===== config.mk =====
export PLATFORM = sky130hd
export DESIGN_NAME = lcd_4bit_write_sequencer_unit
export DESIGN_NICKNAME = d
export VERILOG_FILES = /design/src/rtl/lcdws_pkg.sv /design/src/rtl/lcdws_front.sv /design/src/rtl/lcdws_back.sv /design/src/rtl/lcd_4bit_write_sequencer_unit.sv
export SDC_FILE = /design/constraint.sdc
export NUM_CORES = 1
export LEC_CHECK = 0
export ABC_AREA = 1
export BUFFER_PORTS_ARGS = -buffer_cell sky130_fd_sc_hd__buf_4
export CORE_MARGIN = 1.5
export CORE_UTILIZATION = 50
export CTS_CLUSTER_SIZE = 20
export DETAILED_ROUTE_END_ITERATION = 10
export GPL_TIMING_DRIVEN = 0
export HOLD_SLACK_MARGIN = 0.15
export PLACE_DENSITY = 0.8
export SLEW_MARGIN = 10
export SYNTH_ARGS = -nofsm -noshare
export SYNTH_HDL_FRONTEND = slang
export SYNTH_SLANG_ARGS = --single-unit

===== constraint.sdc =====
create_clock -name clk -period 7.7 [get_ports clk]
set_input_delay 0 -clock clk [delete_from_list [all_inputs] [get_ports clk]]
set_output_delay 0 -clock clk [all_outputs]
set_load 0.01 [all_outputs]

===== src/rtl/lcdws_pkg.sv =====
`timescale 1ns / 1ps
// lcdws_pkg: types, constants and the init command table of the 4-bit lcd write sequencer
// no dependencies; imported by every module of the block

package lcdws_pkg;

	localparam int LCDWS_QUEUE_DEPTH = 2;
	localparam int CFG_INDEX_W = 8;
	localparam int CFG_DATA_W = 16;
	localparam int HOLD_W = 17;

	// register indexes of the configuration port
	localparam logic [CFG_INDEX_W-1:0] REG_PULSE_WAIT = 8'd0;
	localparam logic [CFG_INDEX_W-1:0] REG_SETTLE_WAIT = 8'd1;
	localparam logic [CFG_INDEX_W-1:0] REG_CLEAR_WAIT = 8'd2;
	localparam logic [CFG_INDEX_W-1:0] REG_POWER_ON_WAIT = 8'd3;

	localparam logic [7:0] PULSE_WAIT_RST = 8'd1;
	localparam logic [9:0] SETTLE_WAIT_RST = 10'd45;
	localparam logic [15:0] CLEAR_WAIT_RST = 16'd2000;
	localparam logic [15:0] POWER_ON_WAIT_RST = 16'd20000;

	localparam logic [HOLD_W-1:0] WAKE_WAIT_LONG_US = 17'd5000;
	localparam logic [HOLD_W-1:0] WAKE_WAIT_SHORT_US = 17'd200;

	// instruction codes below this limit need the clear/home wait
	localparam logic [7:0] CLEAR_CODE_LIMIT = 8'd4;
	localparam logic [3:0] WAKE_NIBBLE = 4'h3;

	// init byte slots: slot 0 is the lone nibble 2, slots 1..5 the commands
	localparam logic [2:0] INIT_SLOT_NIBBLE2 = 3'd0;
	localparam logic [2:0] INIT_SLOT_LAST = 3'd5;

	// steps inside one byte: 0..2 high nibble, 3..5 low nibble
	localparam logic [2:0] SUB_FIRST_LOW = 3'd3;
	localparam logic [2:0] SUB_LAST = 3'd5;
	localparam logic [2:0] WAKE_LAST = 3'd7;

	localparam logic [2:0] WAKE_LONG_STEP = 3'd3;
	localparam logic [2:0] WAKE_SHORT_STEP = 3'd5;
	localparam logic [2:0] WAKE_SETTLE_STEP = 3'd7;

	typedef struct packed {
		logic       func;
		logic [7:0] byte_value;
		logic       is_data;
	} lcd_cmd_t;

	typedef struct packed {
		logic [3:0]        data_nibble;
		logic              reg_select;
		logic              enable_level;
		logic [HOLD_W-1:0] hold_us;
		logic              last;
	} lcd_res_t;

	// classified request as kept in the queue
	typedef struct packed {
		logic       is_init;
		logic [7:0] code;
		logic       rs;
		logic       tail;
	} seq_job_t;

	typedef struct packed {
		logic [7:0]  pulse;
		logic [9:0]  settle;
		logic [15:0] clear;
		logic [15:0] power_on;
	} timing_cfg_t;

	typedef enum logic [1:0] {
		PH_START,
		PH_WAKE,
		PH_BYTE
	} seq_phase_t;

	function automatic logic [7:0] init_command(input logic [2:0] slot);
		logic [7:0] code;
		unique case (slot)
			3'd1:    code = 8'h28;
			3'd2:    code = 8'h08;
			3'd3:    code = 8'h01;
			3'd4:    code = 8'h0F;
			3'd5:    code = 8'h80;
			default: code = 8'h02;
		endcase
		return code;
	endfunction

endpackage


===== src/rtl/lcdws_front.sv =====
`timescale 1ns / 1ps
// lcdws_front: accepts requests, classifies them and keeps them in a short queue
// depends on lcdws_pkg

module lcdws_front #(
	parameter int Depth = lcdws_pkg::LCDWS_QUEUE_DEPTH
) (
	input  logic                  clk,
	input  logic                  arst_n,
	input  logic                  push,
	input  lcdws_pkg::lcd_cmd_t   cmd,
	output logic                  full,
	output logic                  job_valid,
	output lcdws_pkg::seq_job_t   job,
	input  logic                  job_pop
);
	import lcdws_pkg::*;

	localparam int PtrW = $clog2(Depth);
	localparam int CntW = $clog2(Depth + 1);

	seq_job_t            store_q [Depth];
	seq_job_t            entry;
	logic [PtrW-1:0]     wr_ptr_q;
	logic [PtrW-1:0]     rd_ptr_q;
	logic [CntW-1:0]     count_q;
	logic                wr_en;

	// only an instruction write can need the clear/home tail
	always_comb begin
		entry.is_init = cmd.func;
		entry.code    = cmd.byte_value;
		entry.rs      = cmd.is_data & ~cmd.func;
		entry.tail    = ~cmd.func & ~cmd.is_data & (cmd.byte_value < CLEAR_CODE_LIMIT);
	end

	assign full      = (count_q == CntW'(Depth));
	assign wr_en     = push && !full;
	assign job_valid = (count_q != '0);
	assign job       = store_q[rd_ptr_q];

	always_ff @(posedge clk) begin
		if (wr_en) begin
			store_q[wr_ptr_q] <= entry;
		end
	end

	always_ff @(posedge clk or negedge arst_n) begin
		if (!arst_n) begin
			wr_ptr_q <= '0;
			rd_ptr_q <= '0;
			count_q  <= '0;
		end else begin
			if (wr_en) begin
				wr_ptr_q <= (wr_ptr_q == PtrW'(Depth - 1)) ? '0 : wr_ptr_q + 1'b1;
			end
			if (job_pop) begin
				rd_ptr_q <= (rd_ptr_q == PtrW'(Depth - 1)) ? '0 : rd_ptr_q + 1'b1;
			end
			case ({wr_en, job_pop})
				2'b10:   count_q <= count_q + 1'b1;
				2'b01:   count_q <= count_q - 1'b1;
				default: count_q <= count_q;
			endcase
		end
	end

endmodule


===== src/rtl/lcdws_back.sv =====
`timescale 1ns / 1ps
// lcdws_back: steps through the pin states of the queued request, one per cycle unless
// the receiver stalls, into the result register; depends on lcdws_pkg

module lcdws_back (
	input  logic                   clk,
	input  logic                   arst_n,
	input  lcdws_pkg::timing_cfg_t tcfg,
	input  logic                   job_valid,
	input  lcdws_pkg::seq_job_t    job,
	output logic                   job_pop,
	output logic                   empty,
	input  logic                   pop,
	output lcdws_pkg::lcd_res_t    res
);
	import lcdws_pkg::*;

	seq_phase_t        phase_q, phase_d;
	logic [2:0]        wake_q, wake_d;
	logic [2:0]        sub_q, sub_d;
	logic [2:0]        slot_q, slot_d;
	logic [3:0]        pin_nibble_q;
	logic              res_valid_q;
	lcd_res_t          res_q;

	logic [7:0]        src_code;
	logic              src_rs;
	logic              src_tail;
	logic [HOLD_W-1:0] pulse_h, settle_h;
	lcd_res_t          byte_res, gen_res;
	logic              fire;

	assign pulse_h  = {{(HOLD_W-8){1'b0}}, tcfg.pulse};
	assign settle_h = {{(HOLD_W-10){1'b0}}, tcfg.settle};
	assign fire     = job_valid && (!res_valid_q || pop);

	// byte source: the request itself or the init table
	always_comb begin
		if (job.is_init) begin
			src_code = init_command(slot_q);
			src_rs   = 1'b0;
			src_tail = (slot_q != INIT_SLOT_NIBBLE2) && (src_code < CLEAR_CODE_LIMIT);
		end else begin
			src_code = job.code;
			src_rs   = job.rs;
			src_tail = job.tail;
		end
	end

	always_comb begin
		byte_res.data_nibble  = (sub_q < SUB_FIRST_LOW) ? src_code[7:4] : src_code[3:0];
		byte_res.reg_select   = src_rs;
		byte_res.enable_level = (sub_q == 3'd1) || (sub_q == 3'd4);
		case (sub_q)
			3'd2:    byte_res.hold_us = settle_h;
			3'd5:    byte_res.hold_us = settle_h +
				(src_tail ? {1'b0, tcfg.clear} : {HOLD_W{1'b0}});
			default: byte_res.hold_us = pulse_h;
		endcase
		byte_res.last = (sub_q == SUB_LAST) && (!job.is_init || slot_q == INIT_SLOT_LAST);
	end

	// output decode
	always_comb begin
		gen_res = byte_res;
		unique case (phase_q)
			PH_START: begin
				if (job.is_init) begin
					gen_res.data_nibble  = pin_nibble_q;
					gen_res.reg_select   = 1'b0;
					gen_res.enable_level = 1'b0;
					gen_res.hold_us      = {1'b0, tcfg.power_on};
					gen_res.last         = 1'b0;
				end
			end
			PH_WAKE: begin
				gen_res.data_nibble  = WAKE_NIBBLE;
				gen_res.reg_select   = 1'b0;
				gen_res.enable_level = ~wake_q[0];
				gen_res.last         = 1'b0;
				case (wake_q)
					WAKE_LONG_STEP:   gen_res.hold_us = settle_h + WAKE_WAIT_LONG_US + pulse_h;
					WAKE_SHORT_STEP:  gen_res.hold_us = settle_h + WAKE_WAIT_SHORT_US + pulse_h;
					WAKE_SETTLE_STEP: gen_res.hold_us = settle_h;
					default:          gen_res.hold_us = pulse_h;
				endcase
			end
			PH_BYTE: begin
				gen_res = byte_res;
			end
			default: begin
				gen_res = byte_res;
			end
		endcase
		job_pop = fire && gen_res.last;
	end

	// next state
	always_comb begin
		phase_d = phase_q;
		wake_d  = wake_q;
		sub_d   = sub_q;
		slot_d  = slot_q;
		if (fire) begin
			unique case (phase_q)
				PH_START: begin
					if (job.is_init) begin
						phase_d = PH_WAKE;
						wake_d  = 3'd1;
					end else begin
						phase_d = PH_BYTE;
						sub_d   = 3'd1;
					end
				end
				PH_WAKE: begin
					if (wake_q == WAKE_LAST) begin
						phase_d = PH_BYTE;
						slot_d  = INIT_SLOT_NIBBLE2;
						sub_d   = SUB_FIRST_LOW;
					end else begin
						wake_d = wake_q + 1'b1;
					end
				end
				PH_BYTE: begin
					if (sub_q != SUB_LAST) begin
						sub_d = sub_q + 1'b1;
					end else if (job.is_init && slot_q != INIT_SLOT_LAST) begin
						slot_d = slot_q + 1'b1;
						sub_d  = 3'd0;
					end else begin
						phase_d = PH_START;
						sub_d   = 3'd0;
					end
				end
				default: begin
					phase_d = PH_START;
				end
			endcase
		end
	end

	always_ff @(posedge clk or negedge arst_n) begin
		if (!arst_n) begin
			phase_q      <= PH_START;
			wake_q       <= '0;
			sub_q        <= '0;
			slot_q       <= '0;
			pin_nibble_q <= '0;
			res_valid_q  <= 1'b0;
		end else begin
			phase_q <= phase_d;
			wake_q  <= wake_d;
			sub_q   <= sub_d;
			slot_q  <= slot_d;
			if (fire) begin
				pin_nibble_q <= gen_res.data_nibble;
				res_valid_q  <= 1'b1;
			end else if (pop) begin
				res_valid_q <= 1'b0;
			end
		end
	end

	always_ff @(posedge clk) begin
		if (fire) begin
			res_q <= gen_res;
		end
	end

	assign empty = !res_valid_q;
	assign res   = res_q;

	a_wake_step_nonzero: assert property (@(posedge clk) disable iff (!arst_n)
		phase_q == PH_WAKE |-> wake_q != 3'd0)
		else $error("wake step counter at zero inside wake phase");

	a_sub_in_range: assert property (@(posedge clk) disable iff (!arst_n)
		phase_q == PH_BYTE |-> sub_q <= SUB_LAST)
		else $error("byte step past last step");

	a_pop_restarts: assert property (@(posedge clk) disable iff (!arst_n)
		job_pop |=> phase_q == PH_START && sub_q == 3'd0)
		else $error("sequencer not back at start after finishing a request");

	a_init_enters_wake: assert property (@(posedge clk) disable iff (!arst_n)
		fire && phase_q == PH_START && job.is_init |=> phase_q == PH_WAKE && wake_q == 3'd1)
		else $error("initialize did not enter the wake-up nibbles");

	a_pulse_not_last: assert property (@(posedge clk) disable iff (!arst_n)
		res_valid_q && res_q.enable_level |-> !res_q.last)
		else $error("request ended with enable high");

endmodule


===== src/rtl/lcd_4bit_write_sequencer_unit.sv =====
`timescale 1ns / 1ps
// lcd_4bit_write_sequencer_unit: top level, configuration registers and the two halves
// depends on lcdws_pkg, lcdws_front, lcdws_back
//
// usage
// - request channel: cmd is taken at a clock edge with push high and full low.
//   func 0 writes byte_value as an instruction (is_data 0) or a character (is_data 1);
//   func 1 runs the power-on initialize sequence and ignores the other fields
// - result channel: while empty is low, res holds the oldest pin state (data nibble,
//   rs, e, hold time in us, last flag); it is taken at an edge with pop high
// - configuration: cfg_we writes cfg_data into register cfg_index at the clock edge
//   (0 pulse wait, 1 settle wait, 2 clear wait, 3 power-on wait); other indexes are
//   ignored; write only while no request is in flight
// - path: with the sequencer idle, a taken request is written into the queue and its
//   first pin state is then registered into the result register
// - throughput: the back sequencer emits one pin state per cycle unless the receiver
//   stalls; a byte write is 6 pin states, initialize 41; requests follow with no gap
// - a two-entry request queue sits between the classifier and the sequencer, so new
//   requests are taken while the sequencer is busy or the receiver stalls
// - receiver stall: the result register holds, the sequencer waits, and full rises
//   once the queue is filled
// - reset: queue and result register empty, last data nibble zero, timing registers at
//   1, 45, 2000 and 20000 us

module lcd_4bit_write_sequencer_unit #(
	parameter int QueueDepth = lcdws_pkg::LCDWS_QUEUE_DEPTH
) (
	input  logic                                   clk,
	input  logic                                   arst_n,
	input  logic                                   push,
	input  lcdws_pkg::lcd_cmd_t                    cmd,
	output logic                                   full,
	output logic                                   empty,
	input  logic                                   pop,
	output lcdws_pkg::lcd_res_t                    res,
	input  logic                                   cfg_we,
	input  logic [lcdws_pkg::CFG_INDEX_W-1:0]      cfg_index,
	input  logic [lcdws_pkg::CFG_DATA_W-1:0]       cfg_data
);
	import lcdws_pkg::*;

	timing_cfg_t tcfg_q;
	logic        job_valid;
	seq_job_t    job;
	logic        job_pop;

	// timing registers, each keeps the low bits of the write data
	always_ff @(posedge clk or negedge arst_n) begin
		if (!arst_n) begin
			tcfg_q.pulse    <= PULSE_WAIT_RST;
			tcfg_q.settle   <= SETTLE_WAIT_RST;
			tcfg_q.clear    <= CLEAR_WAIT_RST;
			tcfg_q.power_on <= POWER_ON_WAIT_RST;
		end else if (cfg_we) begin
			unique case (cfg_index)
				REG_PULSE_WAIT:    tcfg_q.pulse    <= cfg_data[7:0];
				REG_SETTLE_WAIT:   tcfg_q.settle   <= cfg_data[9:0];
				REG_CLEAR_WAIT:    tcfg_q.clear    <= cfg_data;
				REG_POWER_ON_WAIT: tcfg_q.power_on <= cfg_data;
				default:           tcfg_q          <= tcfg_q;
			endcase
		end
	end

	// front: classify and queue requests
	lcdws_front #(
		.Depth(QueueDepth)
	) u_front (
		.clk       (clk),
		.arst_n    (arst_n),
		.push      (push),
		.cmd       (cmd),
		.full      (full),
		.job_valid (job_valid),
		.job       (job),
		.job_pop   (job_pop)
	);

	// back: walk the pin states of the head request
	lcdws_back u_back (
		.clk       (clk),
		.arst_n    (arst_n),
		.tcfg      (tcfg_q),
		.job_valid (job_valid),
		.job       (job),
		.job_pop   (job_pop),
		.empty     (empty),
		.pop       (pop),
		.res       (res)
	);

endmodule


==> reports/results.tsv <==
stage	metric	value	unit
routing	wl_per_cell	16.45	um
yosys	yosysTopAreaCell	edfxtp_1	
clock_tree	cts_root_buf	clkbuf_16	
yosys	synth_async_sr_flop_share	60.34	%
yosys	synth-seq-cells	116	
timing	max_freq	0.2608	GHz
power	p_sw	929.7	uW
critical_path	end_kind	flip-flop	
critical_path	startpoint_type	flip-flop	
yosys	synthCells	775	
die	core_area	13190	um^2
die	dieWidth	119.0	um
critical_path	crit_end	u_back.res[5]$_DFFE_PP_	
min_path	hold_path.class	input port to flip-flop	
timing	setup-tns-final	0	ns
critical_path	critPathMaxFanout	10	
final_layout	fin_nets	967	
yosys	yosysSeqAreaShare	46.88	%
routing	postRouteWirelength	17820	um
clock_tree	clock_sinks	116	
yosys	syn_avg_cell_area	8.678	um^2
grt	gr-max-usage-layer	met2	
timing	hold_slack	0.1708	ns
final_layout	fillers	1084	
grt	antenna_found_initial	0	
critical_path	worstSetupStartpoint	u_back.slot_q[1]$_DFFE_PN0P_	
power	combinationalPowerShare	32.7	%
power	p_int	1656	uW
status	status	complete, no violations	
yosys	synth-edff-count	46	
grt	track_usage	26.26	%
die	num_rows	42	
critical_path	crit_type	flip-flop to flip-flop	
clock_tree	clk_pin_slew	0.06	ns
timing	rsz0062_at_grt	no	
grt	grt_pass1_vias	5922	
routing	ant_nets	0	
clock_tree	clk_latency	0.42	ns
final_layout	multiInputGateArea	3068	um^2
clock_tree	cts_buffers	17	
clock_tree	cts_tree	built	
final_layout	area.sequential	3153	um^2
timing	hold_viol_final	0	
grt	grt_use_met2	41.90	%
grt	met1_usage	34.82	%
placed_design	hpwl	12300	um
power	seqPwrFrac	34.6	%
critical_path	worstRegToRegCells	19	
timing	relSlewSlack	21.29	%
timing	fin_crit_sh	49.80	%
die	die-area	14160	um^2
yosys	yosysUniqueCellTypes	55	
routing	vias_per_cell	5.540	
die	start_util	50.99	%
job	cap_violations	0	
yosys	syn-num-nets	848	
power	clkPwrFrac	32.7	%
power	p_sw_share	35.95	%
grt	grt_max_degree	71	
critical_path	r2r-end	u_back.res[5]$_DFFE_PP_	
yosys	synth_most_common_cell	nand2_1	
grt	met3_usage	4.646	%
routing	drc	0	
final_layout	syn_to_final_growth	25.13	%
routing	num_vias	6000	
placed_design	gp_congestion	0.9787	
timing	slew_viol_final	0	
yosys	ys.flop_type	dfrtp_1	
power	power.density	307.3	nW/um^2
timing	finalClockSkew	0.01222	ns
timing	period_needed	3.835	ns
grt	grt_pass1_wl	29000	um
die	die_h	119.0	um
grt	grt.overflow.total	0	
critical_path	required	7.84	ns
placed_design	numPortBuffers	64	
die	io_pins	65	
timing	finalSetupViolations	0	
yosys	synth_common_cells	nand2_1 (188), inv_1 (87), nor2_1 (57)	
critical_path	reg2reg_setup_slack	3.87	ns
yosys	synth_top_area_share	20.54	%
yosys	syn_area	6725	um^2
yosys	yosys_warnings	0	
clock_tree	cts_resized	0	
clock_tree	htree_levels	4	
clock_tree	post_cts_buffers	0	
final_layout	antenna_cells	0	
critical_path	timing.rr.start	u_back.slot_q[1]$_DFFE_PN0P_	
yosys	netlist_top_cells_area	edfxtp_1 (21%), dfrtp_1 (20%), nand2_1 (10%), dfstp_2 (6.3%), ha_1 (6.0%)	
min_path	holdPathStages	6	
clock_tree	ctsLongestPathBuffers	2	
final_layout	drive_gt1_share	20.62	%
routing	dr.pass1.iters	5	
routing	drt_iter0_markers	682	
critical_path	arrival	3.97	ns
timing	tightest_slew	1.178	ns
power	p_leak	0.003782	uW
power	peakVddDrop	256.8	uV
## per-stage QoR
stage                     cells  utilization, %  power (uW)  setup slack, ns  cell area, um^2
after floorplan             775               -        1415            4.564             6725
after global placement     1015           56.30        1696            4.010             7426
after detailed placement   1015           56.30        1715            3.963             7426
after CTS                  1083           63.80        2578            3.928             8416
after global routing       1083           63.80        2718            3.540             8416
final                      1083           63.80        2586            3.865             8416
## placed cells by master, fill, tap and decap left out, drive strengths merged, types with 2 or more instances in the layout
cell type / Yosys / final
bufinv: 0 / 4
a32oi: 3 / 3
nor3: 8 / 8
or2: 3 / 3
o221ai: 3 / 3
a31oi: 4 / 4
o211ai: 4 / 4
edfxtp: 46 / 46
o21ai: 84 / 84
buf: 17 / 81
clkbuf: 2 / 19
a22oi: 2 / 2
dfstp: 16 / 16
nor4: 2 / 2
inv: 96 / 99
nand4: 10 / 10
clkinv: 1 / 6
o2111ai: 5 / 5
nor3b: 2 / 2
fa: 2 / 2
nand3b: 3 / 3
dfrtp: 54 / 54
xnor2: 3 / 3
a21oi: 30 / 30
dlygate4sd3: 0 / 36
o21bai: 3 / 3
o22ai: 7 / 7
clkinvlp: 0 / 3
ha: 32 / 32
nor2: 61 / 61
xor2: 9 / 9
a221oi: 4 / 4
o31ai: 3 / 3
nand3: 51 / 51
nand2: 195 / 195
## power groups by stage
stage	registers, uW	clock network [uW]	logic, uW
after floorplan	916	0	498
after global placement	899	0	798
after detailed placement	905	0	810
after CTS	895	847	836
after global routing	909	884	926
final	895	846	845
## flip-flops by register name, indices dropped and copies added, names as in the netlist
register / cells
tcfg_q: 50
u_back.res: 24
u_front.store_q: 22
u_back.pin_nibble_q: 4
u_back.slot_q: 3
u_back.sub_q: 3
u_back.wake_q: 3
u_back.phase_q: 2
u_front.count_q: 2
u_back.res_valid_q: 1
u_front.rd_ptr_q: 1
u_front.wr_ptr_q: 1
## kinds of logic after synthesis
kind of cell               synth area share [%]
and+or+nand+nor                           21.60
DFF                                       46.88
buffers and inverters                     7.498
adders and majority gates                 6.549
xor gates and xnor gates                  1.563
AOI/OAI and AO/OA                         15.74
muxes                                    0.1674
## final cells by class
type	instances	area share, %
flip-flops and latches	116	37.47
plain buffers	19	1.635
repair buffers	100	9.991
inverters	97	4.356
multi-input cells	543	36.46
well taps	176	2.617
clock inverters	15	2.423
clock buffers	17	5.055
## worst min path at each step
stage / startpoint / end
after floorplan: arst_n / tcfg_q[0]$_DFFE_PN0P_
after global placement: arst_n / tcfg_q[15]$_DFFE_PN0P_
after detailed placement: arst_n / tcfg_q[15]$_DFFE_PN0P_
after CTS: cfg_index[6] / tcfg_q[5]$_DFFE_PN1P_
after global routing: cfg_index[6] / tcfg_q[5]$_DFFE_PN1P_
final: cfg_index[2] / tcfg_q[5]$_DFFE_PN1P_
## metal layers
metal	vias to the layer above	part of all wire [%]
met4	0	3.6
met3	56	6.6
met1	2795	42
met5	-	0
met2	272	47
li1	2877	-
## worst max-delay path, cell delays in order, from the launching register on
cell and delay, ns:
dfrtp_1 0.43, inv_1 0.11, ha_1 0.24, o21ai_1 0.13, nand2_1 0.07, nand2_1 0.08
nand3_1 0.08, nand2_2 0.18, buf_4 0.22, clkinv_1 0.25, nor2_1 0.17, ha_1 0.24
inv_1 0.07, fa_1 0.41, o31ai_1 0.33, a21oi_1 0.10, o21ai_0 0.11, o211ai_1 0.13
nand2_1 0.08, nand3_1 0.12
## what timing repair did
item	CTS	global route
setup endpoints to repair	0	0
hold buffers	36	0
hold endpoints to repair	128	0
Power figures use the tool's default switching activity.
